==> src/design/kcp_pkg.sv <==
// Package for the Kyber coefficient compress/pack block.
// Widths, queue sizing and the queue entry type. No dependencies.
`default_nettype none
package kcp_pkg;

  localparam int COEFF_W  = 13;  // input coefficient width
  localparam int CODE_W   = 12;  // widest packed code (raw mode)
  localparam int WIDTH_W  = 4;   // comp_bits register width
  localparam int RAW_BITS = 12;  // comp_bits value meaning raw
  localparam int NUM_W    = 24;  // (x << d) + q/2 numerator width
  localparam int RECIP_W  = 20;  // floor(2^NUM_W / q) width for q >= 17
  localparam int MOD_W    = 12;  // modulus width
  localparam int ACC_W    = 19;  // 7 leftover bits + 12-bit code
  localparam int HELD_W   = 5;   // bit count in accumulator, 0..19
  localparam int Q_DEPTH  = 8;   // front-to-back queue depth
  localparam int Q_AW     = 3;
  localparam int Q_CW     = 4;   // queue count, 0..Q_DEPTH

  typedef struct packed {
    logic [CODE_W-1:0] code;
    logic              last;
  } kcp_item_t;

endpackage : kcp_pkg
`default_nettype wire

==> src/design/kcp_coeff_if.sv <==
// Coefficient input channel: valid/ready with coeff and final_coeff.
// Widths from kcp_pkg.
`default_nettype none
interface kcp_coeff_if;
  logic                       valid;
  logic                       ready;
  logic [kcp_pkg::COEFF_W-1:0] coeff;
  logic                       final_coeff;

  modport source (output valid, output coeff, output final_coeff, input ready);
  modport sink   (input valid, input coeff, input final_coeff, output ready);
endinterface : kcp_coeff_if
`default_nettype wire

==> src/design/kcp_byte_if.sv <==
// Packed byte output channel: valid/ready with out_byte and out_last.
// No dependencies.
`default_nettype none
interface kcp_byte_if;
  logic       valid;
  logic       ready;
  logic [7:0] out_byte;
  logic       out_last;

  modport source (output valid, output out_byte, output out_last, input ready);
  modport sink   (input valid, input out_byte, input out_last, output ready);
endinterface : kcp_byte_if
`default_nettype wire

==> src/design/kyber_coeff_compress_pack.sv <==
// Kyber coefficient compressor and byte packer. Each beat on in_coeff carries
// one coefficient; it is reduced by one conditional subtraction of MODULUS and,
// for comp_bits 1..11, compressed to round(x*2^d/MODULUS) mod 2^d (comp_bits 12
// or more sends the low 12 bits raw, 0 acts as 1). Codes are packed LSB first
// and leave as one byte per out_bytes beat; a coefficient marked final_coeff
// flushes leftover bits zero padded and flags the last byte. Throughput is set
// by the packer's single byte output. Coefficients are accepted while earlier
// ones are in flight, as long as the queue has a slot for each. An accepted
// coefficient passes two front stages into an 8-entry queue, then the packer's
// accumulator and its output register. Write comp_bits only while idle.
// Depends on kcp_pkg, kcp_coeff_if, kcp_byte_if, kcp_front, kcp_queue, kcp_back.
`default_nettype none
module kyber_coeff_compress_pack #(
  parameter int MODULUS = 3329
) (
  input  wire logic                        clk,
  input  wire logic                        rst_n,
  kcp_coeff_if.sink                        in_coeff,
  kcp_byte_if.source                       out_bytes,
  input  wire logic                        cfg_we,
  input  wire logic [kcp_pkg::WIDTH_W-1:0] cfg_wdata
);
  import kcp_pkg::*;

  logic [WIDTH_W-1:0] comp_bits_r;
  logic [WIDTH_W-1:0] comp_width;
  logic               push, pop, q_valid;
  kcp_item_t          push_item, q_item;
  logic [Q_CW-1:0]    q_count;

  always_ff @(posedge clk) begin
    if (!rst_n) begin
      comp_bits_r <= WIDTH_W'(RAW_BITS);
    end else if (cfg_we) begin
      comp_bits_r <= cfg_wdata;
    end
  end

  // Out-of-range widths clamp to 1 or raw.
  always_comb begin
    if (comp_bits_r == '0) begin
      comp_width = WIDTH_W'(1);
    end else if (comp_bits_r > WIDTH_W'(RAW_BITS)) begin
      comp_width = WIDTH_W'(RAW_BITS);
    end else begin
      comp_width = comp_bits_r;
    end
  end

  kcp_front #(.MODULUS(MODULUS)) u_front (
    .clk        (clk),
    .rst_n      (rst_n),
    .comp_width (comp_width),
    .in_valid   (in_coeff.valid),
    .in_ready   (in_coeff.ready),
    .in_coeff   (in_coeff.coeff),
    .in_final   (in_coeff.final_coeff),
    .q_count    (q_count),
    .push       (push),
    .push_item  (push_item)
  );

  kcp_queue u_queue (
    .clk       (clk),
    .rst_n     (rst_n),
    .push      (push),
    .push_item (push_item),
    .pop       (pop),
    .q_valid   (q_valid),
    .q_item    (q_item),
    .q_count   (q_count)
  );

  kcp_back u_back (
    .clk        (clk),
    .rst_n      (rst_n),
    .comp_width (comp_width),
    .q_valid    (q_valid),
    .q_item     (q_item),
    .pop        (pop),
    .out_valid  (out_bytes.valid),
    .out_ready  (out_bytes.ready),
    .out_byte   (out_bytes.out_byte),
    .out_last   (out_bytes.out_last)
  );

endmodule : kyber_coeff_compress_pack
`default_nettype wire

==> src/design/kcp_front.sv <==
// Front end: accepts coefficients, subtracts q once if needed, compresses to d bits.
// Two register stages plus a reciprocal multiply; uses kcp_pkg.
`default_nettype none
module kcp_front #(
  parameter int MODULUS = 3329
) (
  input  wire logic                        clk,
  input  wire logic                        rst_n,
  input  wire logic [kcp_pkg::WIDTH_W-1:0] comp_width,
  input  wire logic                        in_valid,
  output logic                             in_ready,
  input  wire logic [kcp_pkg::COEFF_W-1:0] in_coeff,
  input  wire logic                        in_final,
  input  wire logic [kcp_pkg::Q_CW-1:0]    q_count,
  output logic                             push,
  output kcp_pkg::kcp_item_t               push_item
);
  import kcp_pkg::*;

  localparam logic [COEFF_W-1:0] MOD_X = COEFF_W'(MODULUS);
  localparam logic [MOD_W-1:0]   MOD_M = MOD_W'(MODULUS);
  localparam logic [NUM_W-1:0]   HALF  = NUM_W'(MODULUS / 2);
  localparam logic [RECIP_W-1:0] RECIP = RECIP_W'((64'd1 << NUM_W) / MODULUS);

  logic                 v1_r, v2_r;
  logic [NUM_W-1:0]     n1_r, n2_r;
  logic [CODE_W-1:0]    raw1_r, raw2_r;
  logic                 last1_r, last2_r;
  logic [RECIP_W-1:0]   qe2_r;

  logic                 accept;
  logic [COEFF_W-1:0]   x_red;
  logic [NUM_W-1:0]     n_nxt;
  logic [NUM_W+RECIP_W-1:0] prod;
  logic [31:0]          back_prod;
  logic [NUM_W:0]       rem;
  logic [CODE_W-1:0]    q_fix;
  logic [CODE_W-1:0]    mask;
  logic [HELD_W-1:0]    occ;

  // Credit check: every item in flight already owns a queue slot.
  always_comb begin
    occ      = HELD_W'(q_count) + HELD_W'(v1_r) + HELD_W'(v2_r);
    in_ready = occ < HELD_W'(Q_DEPTH);
    accept   = in_valid && in_ready;
  end

  always_comb begin
    x_red = (in_coeff >= MOD_X) ? in_coeff - MOD_X : in_coeff;
    n_nxt = (NUM_W'(x_red) << comp_width) + HALF;
  end

  // Quotient estimate is q or q-1; one compare fixes it.
  always_comb begin
    prod      = (NUM_W+RECIP_W)'(n1_r) * (NUM_W+RECIP_W)'(RECIP);
    back_prod = 32'(qe2_r) * 32'(MOD_M);
    rem       = {1'b0, n2_r} - back_prod[NUM_W:0];
    q_fix     = qe2_r[CODE_W-1:0] + CODE_W'(rem >= (NUM_W+1)'(MOD_M));
    mask      = (CODE_W'(1) << comp_width) - CODE_W'(1);
  end

  always_comb begin
    push           = v2_r;
    push_item.last = last2_r;
    if (comp_width == WIDTH_W'(RAW_BITS)) begin
      push_item.code = raw2_r;
    end else begin
      push_item.code = q_fix & mask;
    end
  end

  always_ff @(posedge clk) begin
    if (!rst_n) begin
      v1_r <= 1'b0;
      v2_r <= 1'b0;
    end else begin
      v1_r <= accept;
      v2_r <= v1_r;
    end
  end

  always_ff @(posedge clk) begin
    n1_r    <= n_nxt;
    raw1_r  <= x_red[CODE_W-1:0];
    last1_r <= in_final;
    n2_r    <= n1_r;
    raw2_r  <= raw1_r;
    last2_r <= last1_r;
    qe2_r   <= prod[NUM_W+RECIP_W-1:NUM_W];
  end

endmodule : kcp_front
`default_nettype wire

==> src/design/kcp_queue.sv <==
// Short FIFO of coded items between front end and packer.
// Entry type from kcp_pkg.
`default_nettype none
module kcp_queue (
  input  wire logic                  clk,
  input  wire logic                  rst_n,
  input  wire logic                  push,
  input  wire kcp_pkg::kcp_item_t    push_item,
  input  wire logic                  pop,
  output logic                       q_valid,
  output kcp_pkg::kcp_item_t         q_item,
  output logic [kcp_pkg::Q_CW-1:0]   q_count
);
  import kcp_pkg::*;

  kcp_item_t         store_r [Q_DEPTH];
  logic [Q_AW-1:0]   wr_r, wr_nxt, rd_r, rd_nxt;
  logic [Q_CW-1:0]   cnt_r, cnt_nxt;
  logic              do_pop;

  always_comb begin
    do_pop  = pop && (cnt_r != '0);
    wr_nxt  = push   ? wr_r + Q_AW'(1) : wr_r;
    rd_nxt  = do_pop ? rd_r + Q_AW'(1) : rd_r;
    cnt_nxt = cnt_r + Q_CW'(push) - Q_CW'(do_pop);
    q_valid = cnt_r != '0;
    q_item  = store_r[rd_r];
    q_count = cnt_r;
  end

  always_ff @(posedge clk) begin
    if (!rst_n) begin
      wr_r  <= '0;
      rd_r  <= '0;
      cnt_r <= '0;
    end else begin
      wr_r  <= wr_nxt;
      rd_r  <= rd_nxt;
      cnt_r <= cnt_nxt;
    end
  end

  always_ff @(posedge clk) begin
    if (push) begin
      store_r[wr_r] <= push_item;
    end
  end

endmodule : kcp_queue
`default_nettype wire

==> src/design/kcp_back.sv <==
// Back end: bit accumulator that packs codes LSB first, one byte per beat.
// Holds the output register; uses kcp_pkg.
`default_nettype none
module kcp_back (
  input  wire logic                        clk,
  input  wire logic                        rst_n,
  input  wire logic [kcp_pkg::WIDTH_W-1:0] comp_width,
  input  wire logic                        q_valid,
  input  wire kcp_pkg::kcp_item_t          q_item,
  output logic                             pop,
  output logic                             out_valid,
  input  wire logic                        out_ready,
  output logic [7:0]                       out_byte,
  output logic                             out_last
);
  import kcp_pkg::*;

  logic [ACC_W-1:0]  acc_r, acc_nxt, post_acc;
  logic [HELD_W-1:0] held_r, held_nxt, post_held;
  logic              last_r, last_nxt, post_last;
  logic              ov_r, ov_nxt;
  logic [7:0]        ob_r, ob_nxt;
  logic              ol_r, ol_nxt;
  logic              emit_ok, have_byte, emit, post_has, free;

  always_comb begin
    emit_ok   = !ov_r || out_ready;
    // A byte is due when 8 bits wait, or any bits wait on a stream end.
    have_byte = (held_r >= HELD_W'(8)) || (last_r && held_r != '0);
    emit      = have_byte && emit_ok;

    post_acc  = acc_r;
    post_held = held_r;
    post_last = last_r;
    if (emit) begin
      if (held_r > HELD_W'(8)) begin
        post_acc  = acc_r >> 8;
        post_held = held_r - HELD_W'(8);
      end else begin
        post_acc  = '0;
        post_held = '0;
        post_last = 1'b0;
      end
    end
    post_has = (post_held >= HELD_W'(8)) || (post_last && post_held != '0);
    free     = !post_has && (emit || !have_byte);
    pop      = free && q_valid;

    acc_nxt  = post_acc;
    held_nxt = post_held;
    last_nxt = post_last;
    if (pop) begin
      acc_nxt  = post_acc | (ACC_W'(q_item.code) << post_held[2:0]);
      held_nxt = post_held + HELD_W'(comp_width);
      last_nxt = q_item.last;
    end

    ov_nxt = ov_r;
    ob_nxt = ob_r;
    ol_nxt = ol_r;
    if (emit) begin
      ov_nxt = 1'b1;
      ob_nxt = acc_r[7:0];
      ol_nxt = last_r && (held_r <= HELD_W'(8));
    end else if (out_ready) begin
      ov_nxt = 1'b0;
    end
  end

  always_ff @(posedge clk) begin
    if (!rst_n) begin
      acc_r  <= '0;
      held_r <= '0;
      last_r <= 1'b0;
      ov_r   <= 1'b0;
    end else begin
      acc_r  <= acc_nxt;
      held_r <= held_nxt;
      last_r <= last_nxt;
      ov_r   <= ov_nxt;
    end
  end

  always_ff @(posedge clk) begin
    ob_r <= ob_nxt;
    ol_r <= ol_nxt;
  end

  assign out_valid = ov_r;
  assign out_byte  = ob_r;
  assign out_last  = ol_r;

endmodule : kcp_back
`default_nettype wire

==> src/flat_wrapper.sv <==
// flat-port wrapper written by rule: the top's interface ports become plain ports
module kyber_coeff_compress_pack_flat import kcp_pkg::*;
#(
  parameter int MODULUS = 3329
)
  (clk, rst_n, cfg_we, cfg_wdata, in_coeff_valid, in_coeff_coeff, in_coeff_final_coeff, in_coeff_ready, out_bytes_valid, out_bytes_out_byte, out_bytes_out_last, out_bytes_ready);
  kcp_coeff_if in_coeff_i ();
  kcp_byte_if out_bytes_i ();
  input  wire logic clk;
  input  wire logic rst_n;
  input  wire logic cfg_we;
  input  wire logic [kcp_pkg::WIDTH_W-1:0] cfg_wdata;
  input wire logic [$bits(in_coeff_i.valid)-1:0] in_coeff_valid;
  input wire logic [$bits(in_coeff_i.coeff)-1:0] in_coeff_coeff;
  input wire logic [$bits(in_coeff_i.final_coeff)-1:0] in_coeff_final_coeff;
  output wire logic [$bits(in_coeff_i.ready)-1:0] in_coeff_ready;
  output wire logic [$bits(out_bytes_i.valid)-1:0] out_bytes_valid;
  output wire logic [$bits(out_bytes_i.out_byte)-1:0] out_bytes_out_byte;
  output wire logic [$bits(out_bytes_i.out_last)-1:0] out_bytes_out_last;
  input wire logic [$bits(out_bytes_i.ready)-1:0] out_bytes_ready;
  assign in_coeff_i.valid = in_coeff_valid;
  assign in_coeff_i.coeff = in_coeff_coeff;
  assign in_coeff_i.final_coeff = in_coeff_final_coeff;
  assign in_coeff_ready = in_coeff_i.ready;
  assign out_bytes_valid = out_bytes_i.valid;
  assign out_bytes_out_byte = out_bytes_i.out_byte;
  assign out_bytes_out_last = out_bytes_i.out_last;
  assign out_bytes_i.ready = out_bytes_ready;
  kyber_coeff_compress_pack #(.MODULUS(MODULUS)) u_core (.clk(clk), .rst_n(rst_n), .in_coeff(in_coeff_i), .out_bytes(out_bytes_i), .cfg_we(cfg_we), .cfg_wdata(cfg_wdata));
endmodule
==> config.mk <==
export PLATFORM = sky130hd
export DESIGN_NAME = kyber_coeff_compress_pack_flat
export DESIGN_NICKNAME = d
export VERILOG_FILES = /design/src/design/kcp_pkg.sv /design/src/design/kcp_coeff_if.sv /design/src/design/kcp_byte_if.sv /design/src/design/kyber_coeff_compress_pack.sv /design/src/design/kcp_front.sv /design/src/design/kcp_queue.sv /design/src/design/kcp_back.sv /design/src/flat_wrapper.sv
export SDC_FILE = /design/constraint.sdc
export NUM_CORES = 1
export LEC_CHECK = 0
export BUFFER_PORTS_ARGS = -buffer_cell sky130_fd_sc_hd__buf_2
export CAP_MARGIN = 25
export CORE_ASPECT_RATIO = 0.9
export CORE_MARGIN = 2
export CORE_UTILIZATION = 59
export DETAILED_ROUTE_END_ITERATION = 10
export HOLD_SLACK_MARGIN = 0.06
export PLACE_DENSITY = 0.76
export REMOVE_ABC_BUFFERS = 1
export SYNTH_ARGS = -nofsm -noshare
export SYNTH_HDL_FRONTEND = slang
export SYNTH_HIERARCHICAL = 1
export SYNTH_SLANG_ARGS = --single-unit
==> constraint.sdc <==
create_clock -name clk -period 6 [get_ports clk]
set_input_delay 0.6 -clock clk [delete_from_list [all_inputs] [get_ports clk]]
set_output_delay 0.6 -clock clk [all_outputs]
set_load 0.1 [all_outputs]
==> metrics <==
syn avg cell area=10.6 µm²; Critical Path RT=6260 ps; Routed Antenna Nets=0; worst slew pin tran=988 ps; Mapped Area=19900 µm²; clock sinks=245; setup TNS=0 ps; multi-input logic area=12700 µm²; Netlist cell types=103; Max Cap Viol=0; Top Ports=34; commonest non-fill, non-tap cell in the layout=inv_1; CTS tree=yes; grt ovf=0; Die ar.=35200 µm²; final period utilization=97.2%; status=finished clean; fillers=2377; most frequent cells in the layout=294 x inv_1, 216 x ha_1, 157 x fa_1, 119 x dfxtp_1, 113 x edfxtp_1; Slew Limit Fails=0; Arr. time, crit path=6090 ps; H-tree depth=1; number of cell rows=63; routed wire length=47400 µm; Clock Pin Slew Worst Setup and Hold Paths=60 ps; layout cells sized above 1=15.6%; Post-DP HPWL=36100 µm; latest clock arrival within the worst-skew pair=550 ps; Post-synth top flop=dfxtp_1; Area Growth Syn to Fin=11.9%; Rel. slew slack=34.0%; crit-path max cell delay=520 ps; IO Port Bufs=33; Post-synth EDFFs=113; initial antenna violation count=0; CORE AREA=33100 µm²; sequential-to-total area share from yosys stat=30.3%; DIE HEIGHT=178 µm; number of diodes=0; vias per cell=6.05; hold_buf cts=0; CP most frequent cell=inv_1; router iterations before antenna repair=6; CTS max path bufs=3; first-pass GRT wire length=76400 µm; largest net degree at the start of global routing=34; Critical Setup Path Class=reg -> reg; routed vias=14600; Final Hold Viols=0; final setup fails=0; vias in the first global route=14500; Yosys warning total=6; Reg area=6060 µm²; post-route DRC violation count=0; type of the worst min-delay path=in -> reg; Routed wire per std cell=19.6 µm; Worst Clk Skew=17.1 ps; FMAX=0.172 GHz; Final Net Count=2388; slowest stage cell, crit path=fa_1; Die Span X=198 µm; Worst setup EP type=register; total CTS buffers=26; Async SR Flop Fraction=0%; Critical Path Source Type=register; CP Max Fanout=8; initial core utilization=60.1%; clock root cell=clkbuf_16; GRT Total Usage=27.5%; Seq cells post-synth=245; RD Place Congestion=0.919; synthesized instance count=1883; 1st-iter DRT viols=1498; shortest period the worst path allows=5830 ps
==> cells by family after synthesis <==
kind of cell | Yosys count | share of synthesized area [%]
multiplexers | 74 | 6.01
buffers and inverters | 372 | 7.48
AO/OA/AOI/OAI | 351 | 12.7
AND/OR/NAND/NOR | 391 | 10.4
adder cells (fa/ha/maj) | 389 | 30.4
XOR/XNOR | 61 | 2.68
flip-flops | 245 | 30.3
==> sequential cells by signal, indices dropped and copies added (netlist names), 3 cells and up, named ones only <==
signal and count:
u_core/u_queue/wr_r 3, u_core/u_front/raw1_r 12, u_core/u_back/held_r 5, u_core/u_queue/rd_r 3, u_core/u_front/n2_r 24, u_core/u_queue/q_count 4
u_core/u_back/out_byte 8, u_core/u_queue/store_r 104, u_core/u_front/raw2_r 12, u_core/comp_bits_r 4, u_core/u_back/acc_r 19, u_core/u_front/qe2_r 13
u_core/u_front/n1_r 24
==> Yosys cell counts, drive strengths merged, types with 6 or more instances <==
| cell type | number | area [µm²] |
|---|---|---|
| inv | 302 | 1130 |
| ha | 229 | 2870 |
| fa | 159 | 3180 |
| dfxtp | 132 | 2640 |
| edfxtp | 113 | 3390 |
| nand2 | 101 | 384 |
| nor2 | 85 | 327 |
| a21oi | 72 | 360 |
| o21ai | 62 | 310 |
| xnor2 | 41 | 359 |
| buf | 38 | 235 |
| nor3 | 37 | 206 |
| clkbuf | 30 | 114 |
| mux2i | 30 | 308 |
| a211oi | 27 | 233 |
| mux4 | 27 | 698 |
| nor2b | 23 | 151 |
| nand3 | 22 | 110 |
| nand2b | 20 | 125 |
| xor2 | 20 | 175 |
| a21o | 19 | 143 |
| a31oi | 19 | 119 |
| mux2 | 17 | 191 |
| nand4 | 17 | 106 |
| o211ai | 17 | 128 |
| nor4 | 15 | 124 |
| and2 | 14 | 87.6 |
| o31ai | 14 | 115 |
| or3 | 13 | 91.3 |
| o21a | 10 | 75.1 |
| a22oi | 9 | 72.6 |
| and3 | 9 | 61.3 |
| or2 | 9 | 56.3 |
| a32oi | 7 | 61.3 |
| o211a | 7 | 77.6 |
| o311ai | 7 | 61.3 |
| o2111ai | 6 | 52.6 |
==> per-stage QoR <==
stage	hold WS, ps	worst slack (ps)	instance area [µm²]	utilization [%]	std cells
2_1_floorplan	310	215	19600	-	1815
3_3_place_gp	310	-232	21000	63.4	2365
3_5_place_dp	312	-431	21000	63.5	2366
4_1_cts	168	27.7	22000	66.5	2416
5_1_grt	169	-80.5	22300	67.3	2419
6_report	182	169	22300	67.3	2419
==> worst paths after layout <==
kind | start | to | slack [ps] | cells past startpoint
max | u_core/u_front/qe2_r[3]$_DFF_P_ | u_core/u_queue/store_r[2][10]$_DFFE_PP_ | 170 | 28
min reg2reg | u_core/u_front/raw1_r[11]$_DFF_P_ | u_core/u_front/raw2_r[11]$_DFF_P_ | 330 | 0
max reg2reg | u_core/u_front/qe2_r[3]$_DFF_P_ | u_core/u_queue/store_r[2][10]$_DFFE_PP_ | 170 | 28
min | in_coeff_final_coeff | u_core/u_front/last1_r$_DFF_P_ | 180 | 1
==> worst max-delay path: cells and delay by family, from the launching register on <==
family          cells  cell delay (ps)
flops               1              370
xor+xnor            2              220
buf+inv             5              270
fa+ha+maj           7             2530
simple gates        6              930
compound gates      8             1210
==> metal layers <==
layer | part of all wire, % | vias up | global-route usage, %
met3 | 7.6 | 87 | 3.82
met5 | 0 | - | 0
met2 | 45 | 655 | 43.9
met4 | 2.2 | 0 | 6.05
met1 | 45 | 7094 | 40.0
li1 | - | 6797 | -
==> what timing repair did <==
item	4_1_cts	5_1_grt
endpoints found under the hold margin	0	0
gates resized for setup	21	64
setup buffers	2	5
pin swaps	6	37
endpoints found under the setup margin	56	74
==> cell type report <==
class	instances	area share, %
clock buffers	33	3.32
clock inverters	15	0.859
inverters	304	5.12
multi-input cells	1266	56.9
flip-flops and latches	245	27.2
well taps	422	2.37
repair buffers	134	4.19
Power is not shown: default switching activity piles up to over one toggle a cycle in this logic, so the estimate is an artifact.
